## config.mk

```make
export PLATFORM = sky130hd
export DESIGN_NAME = char_stream_lexer_core_flat
export DESIGN_NICKNAME = d
export VERILOG_FILES = /design/src/rtl/core/clex_pkg.sv /design/src/rtl/core/clex_in_if.sv /design/src/rtl/core/clex_out_if.sv /design/src/rtl/core/clex_ram.sv /design/src/rtl/core/clex_class.sv /design/src/rtl/core/char_stream_lexer_core.sv /design/src/flat_wrapper.sv
export SDC_FILE = /design/constraint.sdc
export NUM_CORES = 1
export LEC_CHECK = 0
export ABC_AREA = 1
export BUFFER_PORTS_ARGS = -buffer_cell sky130_fd_sc_hd__buf_2
export CORE_MARGIN = 2
export CORE_UTILIZATION = 45
export DETAILED_ROUTE_END_ITERATION = 16
export PLACE_DENSITY = 0.66
export SLEW_MARGIN = 20
export SYNTH_ARGS = -nofsm -noshare
export SYNTH_HDL_FRONTEND = slang
export SYNTH_SLANG_ARGS = --single-unit
```

## constraint.sdc

```tcl
create_clock -name clk_i -period 10.8 [get_ports clk_i]
set_clock_uncertainty 0.1 [all_clocks]
set_input_delay 1.62 -clock clk_i [delete_from_list [all_inputs] [get_ports clk_i]]
set_output_delay 1.62 -clock clk_i [all_outputs]
set_load 0.01 [all_outputs]
```

## src/rtl/core/clex_pkg.sv

```systemverilog
// ----------------------------------------------------------------------------
// clex_pkg
// Shared types, codes and tables of the character stream lexer.
// ----------------------------------------------------------------------------
`default_nettype none

package clex_pkg;

  localparam int unsigned MAX_TOKEN_CHARS = 32;
  localparam int unsigned KW_COUNT        = 15;
  localparam int unsigned KW_MAX_LEN      = 6;

  localparam logic [7:0] CH_NUL    = 8'h00;
  localparam logic [7:0] CH_SQUOTE = 8'h27;
  localparam logic [7:0] CH_DQUOTE = 8'h22;
  localparam logic [7:0] CH_TAB    = 8'h09;
  localparam logic [7:0] CH_LF     = 8'h0a;
  localparam logic [7:0] CH_CR     = 8'h0d;

  typedef enum logic [2:0] {
    KIND_KEYWORD = 3'd0,
    KIND_IDENT   = 3'd1,
    KIND_CONST   = 3'd2,
    KIND_OPER    = 3'd3,
    KIND_SEP     = 3'd4,
    KIND_ERROR   = 3'd5
  } clex_kind_e;

  typedef enum logic [2:0] {
    MODE_IDLE  = 3'd0,
    MODE_WORD  = 3'd1,
    MODE_UNDER = 3'd2,
    MODE_DIGIT = 3'd3,
    MODE_LIT   = 3'd4
  } clex_mode_e;

  typedef enum logic [1:0] {
    ST_IDLE,
    ST_EMIT,
    ST_FRESH
  } clex_state_e;

  typedef struct packed {
    logic letter;
    logic digit;
    logic space;
    logic under;
    logic quote;
    logic oper;
    logic sep;
  } clex_class_t;

  localparam logic [7:0] KW_TEXT [KW_COUNT][KW_MAX_LEN] = '{
    '{"i", "f", CH_NUL, CH_NUL, CH_NUL, CH_NUL},
    '{"e", "l", "s", "e", CH_NUL, CH_NUL},
    '{"v", "o", "i", "d", CH_NUL, CH_NUL},
    '{"r", "e", "t", "u", "r", "n"},
    '{"w", "h", "i", "l", "e", CH_NUL},
    '{"t", "h", "e", "n", CH_NUL, CH_NUL},
    '{"f", "o", "r", CH_NUL, CH_NUL, CH_NUL},
    '{"d", "o", CH_NUL, CH_NUL, CH_NUL, CH_NUL},
    '{"i", "n", "t", CH_NUL, CH_NUL, CH_NUL},
    '{"c", "h", "a", "r", CH_NUL, CH_NUL},
    '{"d", "o", "u", "b", "l", "e"},
    '{"f", "l", "o", "a", "t", CH_NUL},
    '{"c", "a", "s", "e", CH_NUL, CH_NUL},
    '{"c", "i", "n", CH_NUL, CH_NUL, CH_NUL},
    '{"c", "o", "u", "t", CH_NUL, CH_NUL}
  };

  localparam logic [2:0] KW_LEN [KW_COUNT] = '{
    3'd2, 3'd4, 3'd4, 3'd6, 3'd5, 3'd4, 3'd3, 3'd2,
    3'd3, 3'd4, 3'd6, 3'd5, 3'd4, 3'd3, 3'd4
  };

endpackage

`default_nettype wire

```

## src/rtl/core/clex_in_if.sv

```systemverilog
// ----------------------------------------------------------------------------
// clex_in_if
// Input request channel: one source byte or an end-of-input flush.
// ----------------------------------------------------------------------------
`default_nettype none

interface clex_in_if;
  logic       valid;
  logic       ready;
  logic [7:0] char_code;
  logic       end_of_input;

  modport source (output valid, output char_code, output end_of_input, input ready);
  modport sink   (input valid, input char_code, input end_of_input, output ready);
endinterface

`default_nettype wire

```

## src/rtl/core/clex_out_if.sv

```systemverilog
// ----------------------------------------------------------------------------
// clex_out_if
// Result request channel: one token character per request.
// ----------------------------------------------------------------------------
`default_nettype none

interface clex_out_if;
  logic       valid;
  logic       ready;
  logic [2:0] token_kind;
  logic [7:0] token_char;
  logic [5:0] token_length;
  logic       last_of_token;

  modport source (output valid, output token_kind, output token_char,
                  output token_length, output last_of_token, input ready);
  modport sink   (input valid, input token_kind, input token_char,
                  input token_length, input last_of_token, output ready);
endinterface

`default_nettype wire

```

## src/rtl/core/clex_ram.sv

```systemverilog
// ----------------------------------------------------------------------------
// clex_ram
// Generic single-write, single-read RAM with registered read data.
// ----------------------------------------------------------------------------
`default_nettype none

module clex_ram #(
  parameter int unsigned Width = 8,
  parameter int unsigned Depth = 32,
  localparam int unsigned Aw   = (Depth > 1) ? $clog2(Depth) : 1
) (
  input  logic             clk_i,
  input  logic             we_i,
  input  logic [Aw-1:0]    waddr_i,
  input  logic [Width-1:0] wdata_i,
  input  logic             re_i,
  input  logic [Aw-1:0]    raddr_i,
  output logic [Width-1:0] rdata_o
);

  logic [Width-1:0] mem_q [Depth];
  logic [Width-1:0] rdata_q;

  always_ff @(posedge clk_i) begin
    if (we_i) begin
      mem_q[waddr_i] <= wdata_i;
    end
    if (re_i) begin
      rdata_q <= mem_q[raddr_i];
    end
  end

  assign rdata_o = rdata_q;

endmodule

`default_nettype wire

```

## src/rtl/core/clex_class.sv

```systemverilog
// ----------------------------------------------------------------------------
// clex_class
// Character classifier and per-position keyword character match.
// ----------------------------------------------------------------------------
`default_nettype none

module clex_class (
  input  logic [7:0]                  char_i,
  input  logic [2:0]                  pos_i,
  output clex_pkg::clex_class_t       cls_o,
  output logic [clex_pkg::KW_COUNT-1:0] kw_eq_o
);
  import clex_pkg::*;

  always_comb begin
    cls_o.letter = char_i inside {["A":"Z"], ["a":"z"]};
    cls_o.digit  = char_i inside {["0":"9"]};
    cls_o.space  = char_i inside {" ", CH_TAB, CH_CR, CH_LF};
    cls_o.under  = (char_i == "_");
    cls_o.quote  = char_i inside {CH_SQUOTE, CH_DQUOTE};
    cls_o.oper   = char_i inside {"+", "-", "*", "/", ">", "<", "=", "!"};
    cls_o.sep    = char_i inside {";", ",", "{", "}", "[", "]", "(", ")"};
  end

  // keyword i still matches if its character at this position equals the byte
  always_comb begin
    for (int i = 0; i < KW_COUNT; i++) begin
      kw_eq_o[i] = (pos_i < 3'(KW_MAX_LEN)) && (KW_TEXT[i][pos_i] == char_i);
    end
  end

endmodule

`default_nettype wire

```

## src/rtl/core/char_stream_lexer_core.sv

```systemverilog
// ----------------------------------------------------------------------------
// char_stream_lexer_core
// Byte-serial lexer: keywords, identifiers, constants, operators, separators.
// ----------------------------------------------------------------------------
// in_i carries one source byte per request, or an end-of-input flush.
// out_o carries one token character per request with kind, whole-token
// length and a last marker. Operators, separators and error bytes give one
// request, registered in the cycle after the byte is scanned.
// Token characters sit in a one-port-read RAM. A byte that ends a token
// starts a flush: the first character is read from the RAM's registered port
// into the output register, then one follows per cycle while out_o is ready.
// If the ending byte must itself be scanned, it is scanned in ST_FRESH after the last character.
// Inside a token one byte is taken per cycle while out_o is free; a token end
// blocks input until every character (one NUL request for an empty token) is
// read out through the single RAM read port and, if it must be, the ending byte is scanned.
// in_i.ready is low while a token is emitted and while out_o holds an
// untaken request; a stalled receiver simply freezes the block.
// Reset clears the scan state and the output; RAM contents are never read
// before being written, so no clearing pass is needed.
// ----------------------------------------------------------------------------
`default_nettype none

module char_stream_lexer_core #(
  parameter int unsigned MaxTokenChars = clex_pkg::MAX_TOKEN_CHARS
) (
  input  logic        clk_i,
  input  logic        rst_ni,
  clex_in_if.sink     in_i,
  clex_out_if.source  out_o
);
  import clex_pkg::*;

  localparam int unsigned Cw = $clog2(MaxTokenChars + 1);
  localparam int unsigned Aw = $clog2(MaxTokenChars);

  clex_state_e         state_q, state_d;
  clex_mode_e          mode_q, mode_d;
  logic [Cw-1:0]       cnt_q, cnt_d;
  logic [7:0]          quote_q, quote_d;
  logic [KW_COUNT-1:0] mask_q, mask_d;
  logic                pend_q, pend_d;
  logic [7:0]          pchar_q, pchar_d;
  clex_kind_e          tok_kind_q, tok_kind_d;
  logic [Cw-1:0]       tok_len_q, tok_len_d;
  logic [Aw-1:0]       rd_idx_q, rd_idx_d;

  logic                ov_q;
  logic [2:0]          okind_q;
  logic [7:0]          ochar_q;
  logic [5:0]          olen_q;
  logic                olast_q;

  logic                out_free, in_fire, cont, emit_last, kw_hit;
  logic [7:0]          fc;
  logic [2:0]          pos;
  clex_class_t         cls;
  logic [KW_COUNT-1:0] kw_eq, len_eq;
  clex_kind_e          flush_kind;

  logic                ram_we, ram_re;
  logic [Aw-1:0]       ram_waddr, ram_raddr;
  logic [7:0]          ram_rdata;

  logic                load, do_put, do_flush, do_fresh;
  clex_kind_e          ld_kind;
  logic [7:0]          ld_char;
  logic [5:0]          ld_len;
  logic                ld_last;

  assign out_free   = !ov_q || out_o.ready;
  assign in_i.ready = (state_q == ST_IDLE) && out_free;
  assign in_fire    = in_i.valid && in_i.ready;

  assign fc  = (state_q == ST_FRESH) ? pchar_q : in_i.char_code;
  assign pos = (cnt_q > Cw'(6)) ? 3'd7 : cnt_q[2:0];

  clex_class u_class (
    .char_i  (fc),
    .pos_i   (pos),
    .cls_o   (cls),
    .kw_eq_o (kw_eq)
  );

  clex_ram #(
    .Width (8),
    .Depth (MaxTokenChars)
  ) u_buf (
    .clk_i   (clk_i),
    .we_i    (ram_we),
    .waddr_i (ram_waddr),
    .wdata_i (fc),
    .re_i    (ram_re),
    .raddr_i (ram_raddr),
    .rdata_o (ram_rdata)
  );

  always_comb begin
    for (int i = 0; i < KW_COUNT; i++) begin
      len_eq[i] = (cnt_q == Cw'(KW_LEN[i]));
    end
    kw_hit = |(mask_q & len_eq);
  end

  always_comb begin
    case (mode_q)
      MODE_WORD:  cont = cls.letter;
      MODE_UNDER: cont = cls.letter || cls.digit || cls.under;
      MODE_DIGIT: cont = cls.digit;
      MODE_LIT:   cont = cls.letter || cls.digit;
      default:    cont = 1'b0;
    endcase
  end

  always_comb begin
    case (mode_q)
      MODE_WORD:  flush_kind = kw_hit ? KIND_KEYWORD : KIND_IDENT;
      MODE_UNDER: flush_kind = KIND_IDENT;
      default:    flush_kind = KIND_CONST;
    endcase
  end

  assign emit_last = (tok_len_q == '0) || ((Cw'(rd_idx_q) + Cw'(1)) == tok_len_q);

  always_comb begin
    state_d    = state_q;
    mode_d     = mode_q;
    cnt_d      = cnt_q;
    quote_d    = quote_q;
    mask_d     = mask_q;
    pend_d     = pend_q;
    pchar_d    = pchar_q;
    tok_kind_d = tok_kind_q;
    tok_len_d  = tok_len_q;
    rd_idx_d   = rd_idx_q;
    ram_we     = 1'b0;
    ram_waddr  = '0;
    ram_re     = 1'b0;
    ram_raddr  = rd_idx_q;
    load       = 1'b0;
    ld_kind    = KIND_ERROR;
    ld_char    = fc;
    ld_len     = 6'd1;
    ld_last    = 1'b1;
    do_put     = 1'b0;
    do_flush   = 1'b0;
    do_fresh   = 1'b0;

    case (state_q)
      ST_IDLE: begin
        if (in_fire) begin
          if (in_i.end_of_input) begin
            do_flush = (mode_q != MODE_IDLE);
          end else if (cont) begin
            do_put = 1'b1;
          end else if (mode_q == MODE_LIT && fc == quote_q) begin
            do_flush = 1'b1;
          end else if (mode_q != MODE_IDLE) begin
            do_flush = 1'b1;
            pend_d   = 1'b1;
            pchar_d  = fc;
          end else begin
            do_fresh = 1'b1;
          end
        end
      end
      ST_EMIT: begin
        if (out_free) begin
          load    = 1'b1;
          ld_kind = tok_kind_q;
          ld_char = (tok_len_q == '0) ? CH_NUL : ram_rdata;
          ld_len  = 6'(tok_len_q);
          ld_last = emit_last;
          if (emit_last) begin
            state_d = pend_q ? ST_FRESH : ST_IDLE;
          end else begin
            rd_idx_d  = rd_idx_q + Aw'(1);
            ram_re    = 1'b1;
            ram_raddr = rd_idx_q + Aw'(1);
          end
        end
      end
      ST_FRESH: begin
        if (out_free) begin
          do_fresh = 1'b1;
          pend_d   = 1'b0;
          state_d  = ST_IDLE;
        end
      end
      default: begin
        state_d = ST_IDLE;
      end
    endcase

    if (do_put && cnt_q < Cw'(MaxTokenChars)) begin
      ram_we    = 1'b1;
      ram_waddr = cnt_q[Aw-1:0];
      cnt_d     = cnt_q + Cw'(1);
      if (mode_q == MODE_WORD) begin
        mask_d = mask_q & kw_eq;
      end
    end

    if (do_flush) begin
      tok_kind_d = flush_kind;
      tok_len_d  = cnt_q;
      rd_idx_d   = '0;
      ram_re     = 1'b1;
      ram_raddr  = '0;
      mode_d     = MODE_IDLE;
      cnt_d      = '0;
      state_d    = ST_EMIT;
    end

    if (do_fresh && !cls.space) begin
      cnt_d = '0;
      if (cls.letter || cls.under || cls.digit) begin
        ram_we = 1'b1;
        cnt_d  = Cw'(1);
        if (cls.letter) begin
          mode_d = MODE_WORD;
          mask_d = kw_eq;
        end else if (cls.under) begin
          mode_d = MODE_UNDER;
        end else begin
          mode_d = MODE_DIGIT;
        end
      end else if (cls.quote) begin
        mode_d  = MODE_LIT;
        quote_d = fc;
      end else begin
        load    = 1'b1;
        ld_kind = cls.oper ? KIND_OPER : (cls.sep ? KIND_SEP : KIND_ERROR);
      end
    end
  end

  always_ff @(posedge clk_i or negedge rst_ni) begin
    if (!rst_ni) begin
      state_q <= ST_IDLE;
      mode_q  <= MODE_IDLE;
      cnt_q   <= '0;
      quote_q <= '0;
      mask_q  <= '0;
      pend_q  <= 1'b0;
      ov_q    <= 1'b0;
    end else begin
      state_q <= state_d;
      mode_q  <= mode_d;
      cnt_q   <= cnt_d;
      quote_q <= quote_d;
      mask_q  <= mask_d;
      pend_q  <= pend_d;
      if (load) begin
        ov_q <= 1'b1;
      end else if (out_o.ready) begin
        ov_q <= 1'b0;
      end
    end
  end

  always_ff @(posedge clk_i) begin
    pchar_q    <= pchar_d;
    tok_kind_q <= tok_kind_d;
    tok_len_q  <= tok_len_d;
    rd_idx_q   <= rd_idx_d;
    if (load) begin
      okind_q <= ld_kind;
      ochar_q <= ld_char;
      olen_q  <= ld_len;
      olast_q <= ld_last;
    end
  end

  assign out_o.valid         = ov_q;
  assign out_o.token_kind    = okind_q;
  assign out_o.token_char    = ochar_q;
  assign out_o.token_length  = olen_q;
  assign out_o.last_of_token = olast_q;

endmodule

`default_nettype wire

```

## src/flat_wrapper.sv

```systemverilog
// flat-port wrapper written by rule: the top's interface ports become plain ports
module char_stream_lexer_core_flat import clex_pkg::*;
#(
  parameter int unsigned MaxTokenChars = clex_pkg::MAX_TOKEN_CHARS
)
  (clk_i, rst_ni, in_i_valid, in_i_char_code, in_i_end_of_input, in_i_ready, out_o_valid, out_o_token_kind, out_o_token_char, out_o_token_length, out_o_last_of_token, out_o_ready);
  clex_in_if in_i_i ();
  clex_out_if out_o_i ();
  input  logic clk_i;
  input  logic rst_ni;
  input wire logic [$bits(in_i_i.valid)-1:0] in_i_valid;
  input wire logic [$bits(in_i_i.char_code)-1:0] in_i_char_code;
  input wire logic [$bits(in_i_i.end_of_input)-1:0] in_i_end_of_input;
  output wire logic [$bits(in_i_i.ready)-1:0] in_i_ready;
  output wire logic [$bits(out_o_i.valid)-1:0] out_o_valid;
  output wire logic [$bits(out_o_i.token_kind)-1:0] out_o_token_kind;
  output wire logic [$bits(out_o_i.token_char)-1:0] out_o_token_char;
  output wire logic [$bits(out_o_i.token_length)-1:0] out_o_token_length;
  output wire logic [$bits(out_o_i.last_of_token)-1:0] out_o_last_of_token;
  input wire logic [$bits(out_o_i.ready)-1:0] out_o_ready;
  assign in_i_i.valid = in_i_valid;
  assign in_i_i.char_code = in_i_char_code;
  assign in_i_i.end_of_input = in_i_end_of_input;
  assign in_i_ready = in_i_i.ready;
  assign out_o_valid = out_o_i.valid;
  assign out_o_token_kind = out_o_i.token_kind;
  assign out_o_token_char = out_o_i.token_char;
  assign out_o_token_length = out_o_i.token_length;
  assign out_o_last_of_token = out_o_i.last_of_token;
  assign out_o_i.ready = out_o_ready;
  char_stream_lexer_core #(.MaxTokenChars(MaxTokenChars)) u_core (.clk_i(clk_i), .rst_ni(rst_ni), .in_i(in_i_i), .out_o(out_o_i));
endmodule
```

After elaboration in Yosys (flattened, before gate mapping)

Memory sizes are Yosys's and may differ from the RTL's. A register that Yosys moved wholly into a read port is not among the register bits.
Cells that the tools add are included.

Flip-flop bits (word level): 76
Memory bits (writable): 256
Memory bits (read-only): 960
Input port bits: 13
Logic and storage cells: 270
Memories kept: 16

Memory list:

| memory             | words | bits a word | rd ports | clocked after memory_dff | wr ports | RTL line         | text |
|---|---|---|---|---|---|---|---|
| u_core.u_buf.mem_q | 32    | 8           | 1        | 1                        | 1        | clex_ram.sv:21   | `logic [Width-1:0] mem_q [Depth];` |
| (name not given)   | 8     | 8           | 1        | 0                        | 0        | clex_class.sv:28 | `kw_eq_o[i] = (pos_i < 3'(KW_MAX_LEN)) && (KW_TEXT[i][pos_i] == char_i);` |
| (name not given)   | 8     | 8           | 1        | 0                        | 0        | clex_class.sv:28 |  |
| (name not given)   | 8     | 8           | 1        | 0                        | 0        | clex_class.sv:28 |  |
| (name not given)   | 8     | 8           | 1        | 0                        | 0        | clex_class.sv:28 |  |
| (name not given)   | 8     | 8           | 1        | 0                        | 0        | clex_class.sv:28 |  |
| 10 more memories   | -     | -           | -        | -                        | -        | -                |  |

$add $sub $neg: 3
$lt $le $gt $ge: 10
Equality and inequality tests: 61
Multiplexer cells: 110
Bitwise gates (word level): 7
Reduce and logical (&&, ||, !) cells: 48

Operators with widths:

| cell                                                              | count |
|---|---|
| two-way mux 8 bit                                                 | 34 |
| equality test 8 bit                                               | 16 |
| equality test 8 x 6 -> 1 bit, second input constant               | 15 |
| two-way mux 15 bit                                                | 5 |
| two-way mux 1 bit                                                 | 41 |
| equality test 8 x 7 -> 1 bit, second input constant               | 5 |
| two-way mux 3 bit                                                 | 12 |
| AND 15 bit                                                        | 2 |
| two-way mux 5 bit                                                 | 5 |
| equality test 8 x 4 -> 1 bit, second input constant               | 3 |
| logical AND 1 bit                                                 | 23 |
| equality test 6 x 3 -> 1 bit, second input constant               | 3 |
| two-way mux 6 bit                                                 | 3 |
| greater-or-equal comparator 8 x 7 -> 1 bit, second input constant | 2 |
| <= comparator 8 x 7 -> 1 bit, second input constant               | 2 |
| nonzero test 8 bit                                                | 2 |
| OR reduction 15 bit                                               | 1 |
| equality test 6 x 2 -> 1 bit, second input constant               | 2 |
| two-way mux 2 bit                                                 | 5 |
| inequality test 3 x 1 -> 1 bit, second input constant             | 3 |
| greater-or-equal comparator 8 x 6 -> 1 bit, second input constant | 1 |
| <= comparator 8 x 6 -> 1 bit, second input constant               | 1 |
| inequality test 2 bit, second input constant                      | 4 |
| nonzero test 2 bit                                                | 4 |
| other kinds (31)                                                  | 45 |

Logic depth before layout (Yosys ltp)

Gate-level depths: netlist of the first run.

Depth after elaboration: 18
Mapped depth: 25

Cells and area by module

A second synthesis of the first run with hierarchy kept.

Cell total of the unflattened synthesis: 1740
Area, all modules: 16388.2 um2

By module, submodules not included:

| module                 | times used | cells an instance | area each (um2) | seq. area each (um2) |
|---|---|---|---|---|
| clex_ram               | 1          | 922               | 10866.7         | 7927.6 |
| char_stream_lexer_core | 1          | 487               | 3971.3          | 2021.9 |
| clex_class             | 1          | 331               | 1550.2          | 0.0 |

Worst setup path before layout of the first run

OpenSTA, ideal clock, no wires.

Kind: input to register
From: in in_i_char_code[6]
To: mem u_core.u_buf.mem_q[0][0] (enable)
Arrival time: 4.082 ns
Path slack: 6.242 ns
Stages on the path: 18
Path buffers: 0
Cells stage by stage: nand2_1 > nand2_1 > nand2_1 > nor2_1 > nand2_1 > nand2_1 > inv_1 > nand4_1 > nand2_1 > nand2_1 > nand2_2 > nor2_1 > nand2_1 > nand2_1 > inv_1 > nor3_1 > inv_1 > a21oi_1

Word-level cells in the longest chain between the ends: 17
Elaborated cells on any way between the ends: 42
Those cells by class: 6 x order compare; 6 x eq/ne; 17 x mux; 13 x reduce/logical

Ends and longest elaborated chain:

| element                                                                                    | RTL line                                                     | text |
|---|---|---|
| from (decl)                                                                                | flat_wrapper.sv:12                                           | `input wire logic [$bits(in_i_i.char_code)-1:0] in_i_char_code;` |
| two-way mux 8 bit (*)                                                                      | char_stream_lexer_core.sv:74                                 | `assign fc = (state_q == ST_FRESH) ? pchar_q : in_i.char_code;` |
| via u_core.fc[6]                                                                           | char_stream_lexer_core.sv:54                                 | `logic [7:0] fc;` |
| greater-or-equal comparator 8 x 7 -> 1 bit or <= comparator 8 x 7 -> 1 bit (tied branches) | clex_class.sv:16                                             | `cls_o.letter = char_i inside {["A":"Z"], ["a":"z"]};` |
| logical AND 1 bit                                                                          | clex_class.sv:16                                             |  |
| nonzero test 2 bit                                                                         | clex_class.sv:16                                             |  |
| logical OR 1 bit                                                                           | char_stream_lexer_core.sv:107, char_stream_lexer_core.sv:109 |  |
| logical OR 1 bit                                                                           | char_stream_lexer_core.sv:107                                | `MODE_UNDER: cont = cls.letter \|\| cls.digit \|\| cls.under;` |
| case mux 1 bit (4 select lines)                                                            | char_stream_lexer_core.sv:105                                | `case (mode_q)` |
| [... 2 more ...]                                                                           | -                                                            |  |
| two-way mux 1 bit                                                                          | char_stream_lexer_core.sv:150                                | `if (in_fire) begin` |
| two-way mux 1 bit                                                                          | char_stream_lexer_core.sv:148                                | `case (state_q)` |
| logical AND 1 bit                                                                          | char_stream_lexer_core.sv:194                                | `if (do_put && cnt_q < Cw'(MaxTokenChars)) begin` |
| two-way mux 1 bit                                                                          | char_stream_lexer_core.sv:194                                |  |
| two-way mux 1 bit                                                                          | char_stream_lexer_core.sv:216                                | `if (cls.letter \|\| cls.under \|\| cls.digit) begin` |
| two-way mux 1 bit                                                                          | char_stream_lexer_core.sv:214                                | `if (do_fresh && !cls.space) begin` |
| two-way mux 1 bit                                                                          | clex_ram.sv:25                                               | `if (we_i) begin` |
| two-way mux 1 bit (not written as such)                                                    | clex_ram.sv:26                                               | `mem_q[waddr_i] <= wdata_i;` |
| to (decl)                                                                                  | clex_ram.sv:21                                               |  |

Mark *: on every way through the listed nets, which the timed path passes. The rest lies on a longest branch.

Worst setup path in the final report of the first run

From: in in_i_char_code[2]
To: reg u_core.u_buf.rdata_q[4] (netlist: u_core.u_buf.rdata_o[4]), read port of u_core.u_buf.mem_q (data pin)

Word-level cells in the longest chain between the ends: 12
Elaborated cells on any way between the ends: 24
Those cells by class: 6 x order compare; 2 x eq/ne; 9 x mux; 7 x reduce/logical

Ends and longest elaborated chain:

| element                                                                                    | RTL line                                                     | text |
|---|---|---|
| two-way mux 8 bit (*)                                                                      | char_stream_lexer_core.sv:74                                 |  |
| greater-or-equal comparator 8 x 7 -> 1 bit or <= comparator 8 x 7 -> 1 bit (tied branches) | clex_class.sv:16                                             |  |
| logical AND 1 bit                                                                          | clex_class.sv:16                                             |  |
| nonzero test 2 bit                                                                         | clex_class.sv:16                                             |  |
| logical OR 1 bit                                                                           | char_stream_lexer_core.sv:107, char_stream_lexer_core.sv:109 |  |
| logical OR 1 bit                                                                           | char_stream_lexer_core.sv:107                                |  |
| case mux 1 bit (4 select lines)                                                            | char_stream_lexer_core.sv:105                                |  |
| two-way mux 1 bit (*)                                                                      | char_stream_lexer_core.sv:153                                | `end else if (cont) begin` |
| two-way mux 1 bit (*)                                                                      | char_stream_lexer_core.sv:151                                | `if (in_i.end_of_input) begin` |
| two-way mux 1 bit (*)                                                                      | char_stream_lexer_core.sv:150                                |  |
| two-way mux 1 bit (*)                                                                      | char_stream_lexer_core.sv:148                                |  |
| two-way mux 5 bit or two-way mux 1 bit (tied branches)                                     | char_stream_lexer_core.sv:203                                | `if (do_flush) begin` |
| to (decl)                                                                                  | clex_ram.sv:22                                               | `logic [Width-1:0] rdata_q;` |

Every way passes the cells marked *; elsewhere a longest branch is shown, timed or not.
A chain may end at the register's enable or synchronous reset.

==> impl_metrics.ini, run 1 <==
[outcome]
status = finished, final reports clean

[critical_path]
cp_common_cell = nand2_1
required_ns = 10.98
path_buf_inv = 2
cpPeakStageDelay_ns = 0.71
cp.arrival_ns = 6.54
slowest_stage = buf_4
critical_path.top_delay_family = simple AND/OR/NAND/NOR gates
path_cells = buf_2, nand2_1, nand2_2, nor2_1, nand2_1, nand2_1, nand2_1, nand3_1, a21oi_1, nand2_1, nand2_2, nand2_4, buf_4, nand2_4, o21ai_0, nand3_1, nand3_1, nand2_1, nand2_1, nand2_1
cp_max_fo = 73
crit_type = in -> reg
end_kind = flop
cp-start-kind = input pin

[cells_and_area]
num_antenna_cells = 0
design_area_mm2 = 0.0180
final_core_util = 0.496
areaGrowthSynthToFinish_pct = 9.17
drive_above_1_share = 0.0791
nNetsFinal = 1717

[sta]
slew_viol_final = 0
worstMarginPinSlew_ns = 1.13
finalCritPeriodShare = 0.589
period_needed_ns = 6.36
setup_viol = 0
hold_viol_final = 0
rsz0062_at_grt = false
setup_tns_ns = 0
fmax_mhz = 157
slew_headroom = 0.246
layout_setup_ws_ns = 4.44
timing.hold.ws_ns = 0.394

[yosys]
yosysWarnings = 0
synth_edf_count = 298
yosys-top-cells-count = edfxtp_1 (298), nand2_1 (267), nand3_1 (267)
ys.flop_type = edfxtp_1
synth_nets = 1717
yosysTopAreaCell = edfxtp_1
post-synth-top-count-cell = edfxtp_1
synth_xor_area_frac = 0.0165
synth_top_family_by_area = simple AND/OR/NAND/NOR gates
synth.distinct_cells = 47
yosys.area_share.simple = 0.250
synth_top_cell_area_share = 0.542
synth_compound_area_frac = 0.0462
synth.area.mux_share = 0
netlist_area_mm2 = 0.0165
avgSynthCellArea_um2 = 9.75
yosys-top-cells-area = edfxtp_1 (54%), nand3_1 (8.1%), nand2_1 (6.1%)
synth_fa_ha_area_frac = 0.00910
yosysSeqAreaShare = 0.603
async_reset_ff_frac = 0.106
syn_inst = 1692
synth_seq_cells = 339

[pwr]
p_leak_uw = 0.00730
peakVddDrop_uv = 210
p_per_area_mw_per_mm2 = 277

[detailed_routing]
drtIter0Drc = 1551
viasPerCell = 5.56
vias = 12200
wirelength_mm = 43.1
dr.pass1.iters = 6
antenna_left = 0
drc = 0
wl_per_cell_um = 19.7

[grt]
overflow = 0
grt_max_degree = 97
grt_pass1_wl_mm = 66.3
antenna_found_initial = 0
grt_pass1_vias = 11600
track_usage = 0.225

[flow_run]
drv_cap = 0

[place]
placed_cell_area_mm2 = 0.0169
place_hpwl_mm = 26.7
place.gp.congestion = 0.908
io_buffers = 32
dp_slack_ns = 3.76

[clocking]
cts_tree = yes
cts.clk_slew.worst_paths_ns = 0.06
htree_levels = 2
clockRootBuffer = clkbuf_16
clock_latency_ns = 0.52
clock-sinks = 339
cts_made_buffers = 37
cts_resized = 0
cts_setup_buffers = 0
hold_buffers = 0
clk_path_buf_depth = 3

[die]
coreArea_mm2 = 0.0363
fp.dieH_um = 195
num_rows = 70
io_pins = 33
start_util = 0.454
die_w_um = 195
die-area_mm2 = 0.0382

[hold_path]
worst_hold_path_type = reg -> reg
[report_power, final]
part           switching [uW]  internal, uW
sequential               77.5          1610
combinational            1510           614
clock                     500           674
[per-stage QoR]
| step | total power (uW) | cells |
|---|---|---|
| 6_report | 4980 | 2187 |
| 5_1_grt | 5300 | 2187 |
| 4_1_cts | 4990 | 2187 |
| 3_5_place_dp | 3810 | 2121 |
| 3_3_place_gp | 3790 | 2121 |
| 2_1_floorplan | 3230 | 1692 |
[routing by layer]
layer  vias up  GRT usage  share of wire
met4         0     0.0888          0.036
met1      5846      0.298           0.41
met2       501      0.369           0.48
met3       101     0.0413          0.075
li1       5718          -              -
met5         -          0              0
[flip-flops by register name, indices dropped and copies added (netlist names)]
register and flops:
u_core.cnt_q 6, u_core.mask_q 15, u_core.mode_q 3, u_core.out_o.last_of_token 1, u_core.out_o.token_char 8, u_core.out_o.token_kind 3, u_core.out_o.token_length 6, u_core.out_o.valid 1
u_core.pchar_q 8, u_core.pend_q 1, u_core.quote_q 8, u_core.rd_idx_q 5, u_core.state_q 2, u_core.tok_kind_q 2, u_core.tok_len_q 6, u_core.u_buf.mem_q 256
u_core.u_buf.rdata_o 8
[cell families (layout without fill, tap and decap cells)]
family,after synthesis,count (layout)
AO/OA/AOI/OAI,128,128
XOR/XNOR,31,31
adder cells (fa/ha/maj),12,12
buffers and inverters,296,323
flip-flops,339,339
AND/OR/NAND/NOR,886,886
[cell type report]
class                      instances  area (um2)
fill                            3239       18300
clock buffer                      53        1010
clock inverter                    13         100
inverter                         214         806
multi-input combinational       1057        5330
tap                              468         586
sequential                       339        9950
timing repair buffer              43         243
[placed cells by master (no fill, tap or decap), types with 4 or more instances in the layout]
cell and instances:
ha_1 12, nand3_1 267, o2111ai_1 4, nand3b_1 74
nand2_2 10, nor2_1 206, inv_1 206, inv_2 6
clkinv_1 6, edfxtp_1 298, a22oi_1 8, a221oi_1 4
nand2_1 264, nor4_1 5, dfxtp_1 5, xor2_1 30
nand2_4 4, a21oi_1 46, o22ai_1 8, nor3_1 19
clkbuf_16 37, clkbuf_1 14, nand4_1 14, buf_2 32
o21ai_0 38, dfrtp_1 36, or2_2 18, buf_4 11
[path summary, 6_finish.rpt]
path	cells after the start	startpoint	slack (ns)	end
setup / recovery	20	in_i_char_code[2]	4.44	u_core.u_buf.rdata_o[4]
hold / removal	1	u_core.quote_q[5]	0.39	u_core.quote_q[5]
setup reg to reg	20	u_core.state_q[1]	4.78	u_core.u_buf.rdata_o[4]
hold reg to reg	1	u_core.quote_q[5]	0.39	u_core.quote_q[5]
max in group asynchronous	1	rst_ni	8.98	u_core.quote_q[7]
min in group asynchronous	1	rst_ni	1.10	u_core.out_o.valid
Note: power is estimated with default switching activity, not from simulation.
==> inputs of run 2 (changes only) <==
==> constraint.sdc (replaced) <==
create_clock -name clk_i -period 6.6 [get_ports clk_i]
set_clock_uncertainty 0.1 [all_clocks]
set_input_delay 0.99 -clock clk_i [delete_from_list [all_inputs] [get_ports clk_i]]
set_output_delay 0.99 -clock clk_i [all_outputs]
set_load 0.01 [all_outputs]
==> impl_metrics.ini, run 2 (synthesis gave the netlist of run 1 again) <==
[cells_and_area]
multi_input_area_mm2 = 0.00532
drive_above_1_share = 0.0829
final_cell_mix = edfxtp_1 (298), nand3_1 (267), nand2_1 (264)
largestRegisters = u_core.u_buf.mem_q x256, u_core.mask_q x15
num_antenna_cells = 0
final_core_util = 0.500
fill_cells = 3245
nNetsFinal = 1721
stdcell_count = 2193
register_area_mm2 = 0.00995
areaGrowthSynthToFinish_pct = 10.1
largest_register_ffs = 256
regMostFlops = u_core.u_buf.mem_q
final_common_cell = edfxtp_1

[grt]
antenna_found_initial = 0
overflow = 0
use_met2 = 0.372
top_usage_layer = met2
met1_usage = 0.314
grt_pass1_vias = 11800
track_usage = 0.230
grt_pass1_wl_mm = 68.0
use_met3 = 0.0406
grt_max_degree = 79

[sta]
setup_viol = 0
slew_headroom = 0.355
finalCritPeriodShare = 0.796
slew_viol_final = 0
fmax_mhz = 190
period_needed_ns = 5.25
setup_tns_ns = 0
rsz0062_at_grt = false
worstMarginPinSlew_ns = 0.964
hold_viol_final = 0

[critical_path]
path_cells = nand2_4, o21ai_4, buf_4, nand2_1, nor2_1, nand2_1, nand3_1, a21oi_1, nand2_1, nand2_2, nand2_4, buf_4, inv_4, nor2_8, inv_2, nand3_1, nand2_1, nand2_1, nand2_1
slowest_stage = o21ai_4
cpPeakStageDelay_ns = 0.67
end_kind = flop
cp.arrival_ns = 5.45
cp-start-kind = flop
r2r_slack_ns = 1.35
path_buf_inv = 4
crit_type = reg -> reg
required_ns = 6.80
cp_common_cell = nand2_1
critPathLaunch = u_core.state_q[1]
cp_max_fo = 73
timing.rr.start = u_core.state_q[1]
critical_path.top_delay_family = simple AND/OR/NAND/NOR gates

[clocking]
cts_resized = 0
cts_tree = yes
cts.clk_slew.worst_paths_ns = 0.06
hold_buffers = 0
htree_levels = 2
clock_latency_ns = 0.56
cts_setup_buffers = 0
clockRootBuffer = clkbuf_16
cts_made_buffers = 37
clk_path_buf_depth = 3
clock-sinks = 339

[pwr]
peakVddDrop_uv = 299
total_power_uw = 8340
p_leak_uw = 0.00738
p_per_area_mw_per_mm2 = 459

[detailed_routing]
viasPerCell = 5.54
antenna_left = 0
drtIter0Drc = 1280
wl_per_cell_um = 19.6
wirelength_mm = 43.1
vias = 12100
dr.pass1.iters = 5
drc = 0

[hold_path]
worst_hold_path_type = reg -> reg
hold_start = u_core.quote_q[5]

[flow_run]
drv_cap = 0

[die]
coreArea_mm2 = 0.0363
num_rows = 70
fp.dieH_um = 195
die_w_um = 195
start_util = 0.454
die-area_mm2 = 0.0382
io_pins = 33

[place]
place_hpwl_mm = 28.1
place.gp.congestion = 0.949
dp.cells = 2125
io_buffers = 32

[outcome]
status = finished, final reports clean
[run 2: cell types whose count changed in the layout (fill, tap and decap cells not counted), sizes merged]
cell and change:
clkbuf -2, inv -1, buf +4, bufinv +2
clkinv +3
[run 2: layer usage]
layer / wire (um) / part of all wire
met2: 20200 / 0.47
met3: 2980 / 0.069
met5: 0 / 0
met4: 1140 / 0.026
met1: 18700 / 0.44
[run 2: area by class of cell]
cell class / instances / area share
Timing Repair Buffer: 47 / 0.0164
Clock buffer: 51 / 0.0561
Tap cell: 468 / 0.0322
Clock inverter: 17 / 0.0103
Sequential cell: 339 / 0.548
Multi-Input combinational cell: 1057 / 0.293
Inverter: 214 / 0.0443
[run 2: path summary, 6_finish.rpt]
path                                           end  depth (start not counted)
max                        u_core.u_buf.rdata_o[2]                         19
min in group asynchronous            u_core.pend_q                          1
min reg2reg                      u_core.quote_q[5]                          1
max in group asynchronous          u_core.cnt_q[3]                          1
max reg2reg                u_core.u_buf.rdata_o[2]                         19
min                              u_core.quote_q[5]                          1
[run 2: power by group]
group / internal, uW / switching [uW]
Combinational: 1030 / 2500
Sequential: 2630 / 120
Clock: 1210 / 848
Total: 4870 / 3470
[run 2: through the flow]
stage,area (um2),hold WS (ns),worst slack [ns]
after floorplan,16500,0.323,2.67
after global placement,17000,0.376,1.29
after detailed placement,17000,0.379,1.25
after CTS,18200,0.391,1.35
after global routing,18200,0.409,0.904
final,18200,0.388,1.35
[run 2: worst reg2reg max path, stage by stage (launching register included)]
cell	delay, ns
dfrtp_1	0.58
nand2_4	0.23
o21ai_4	0.67
buf_4	0.42
nand2_1	0.12
nor2_1	0.11
nand2_1	0.08
nand3_1	0.31
a21oi_1	0.14
nand2_1	0.11
nand2_2	0.08
nand2_4	0.11
buf_4	0.66
inv_4	0.22
nor2_8	0.32
inv_2	0.24
nand3_1	0.29
nand2_1	0.09
nand2_1	0.06
nand2_1	0.06
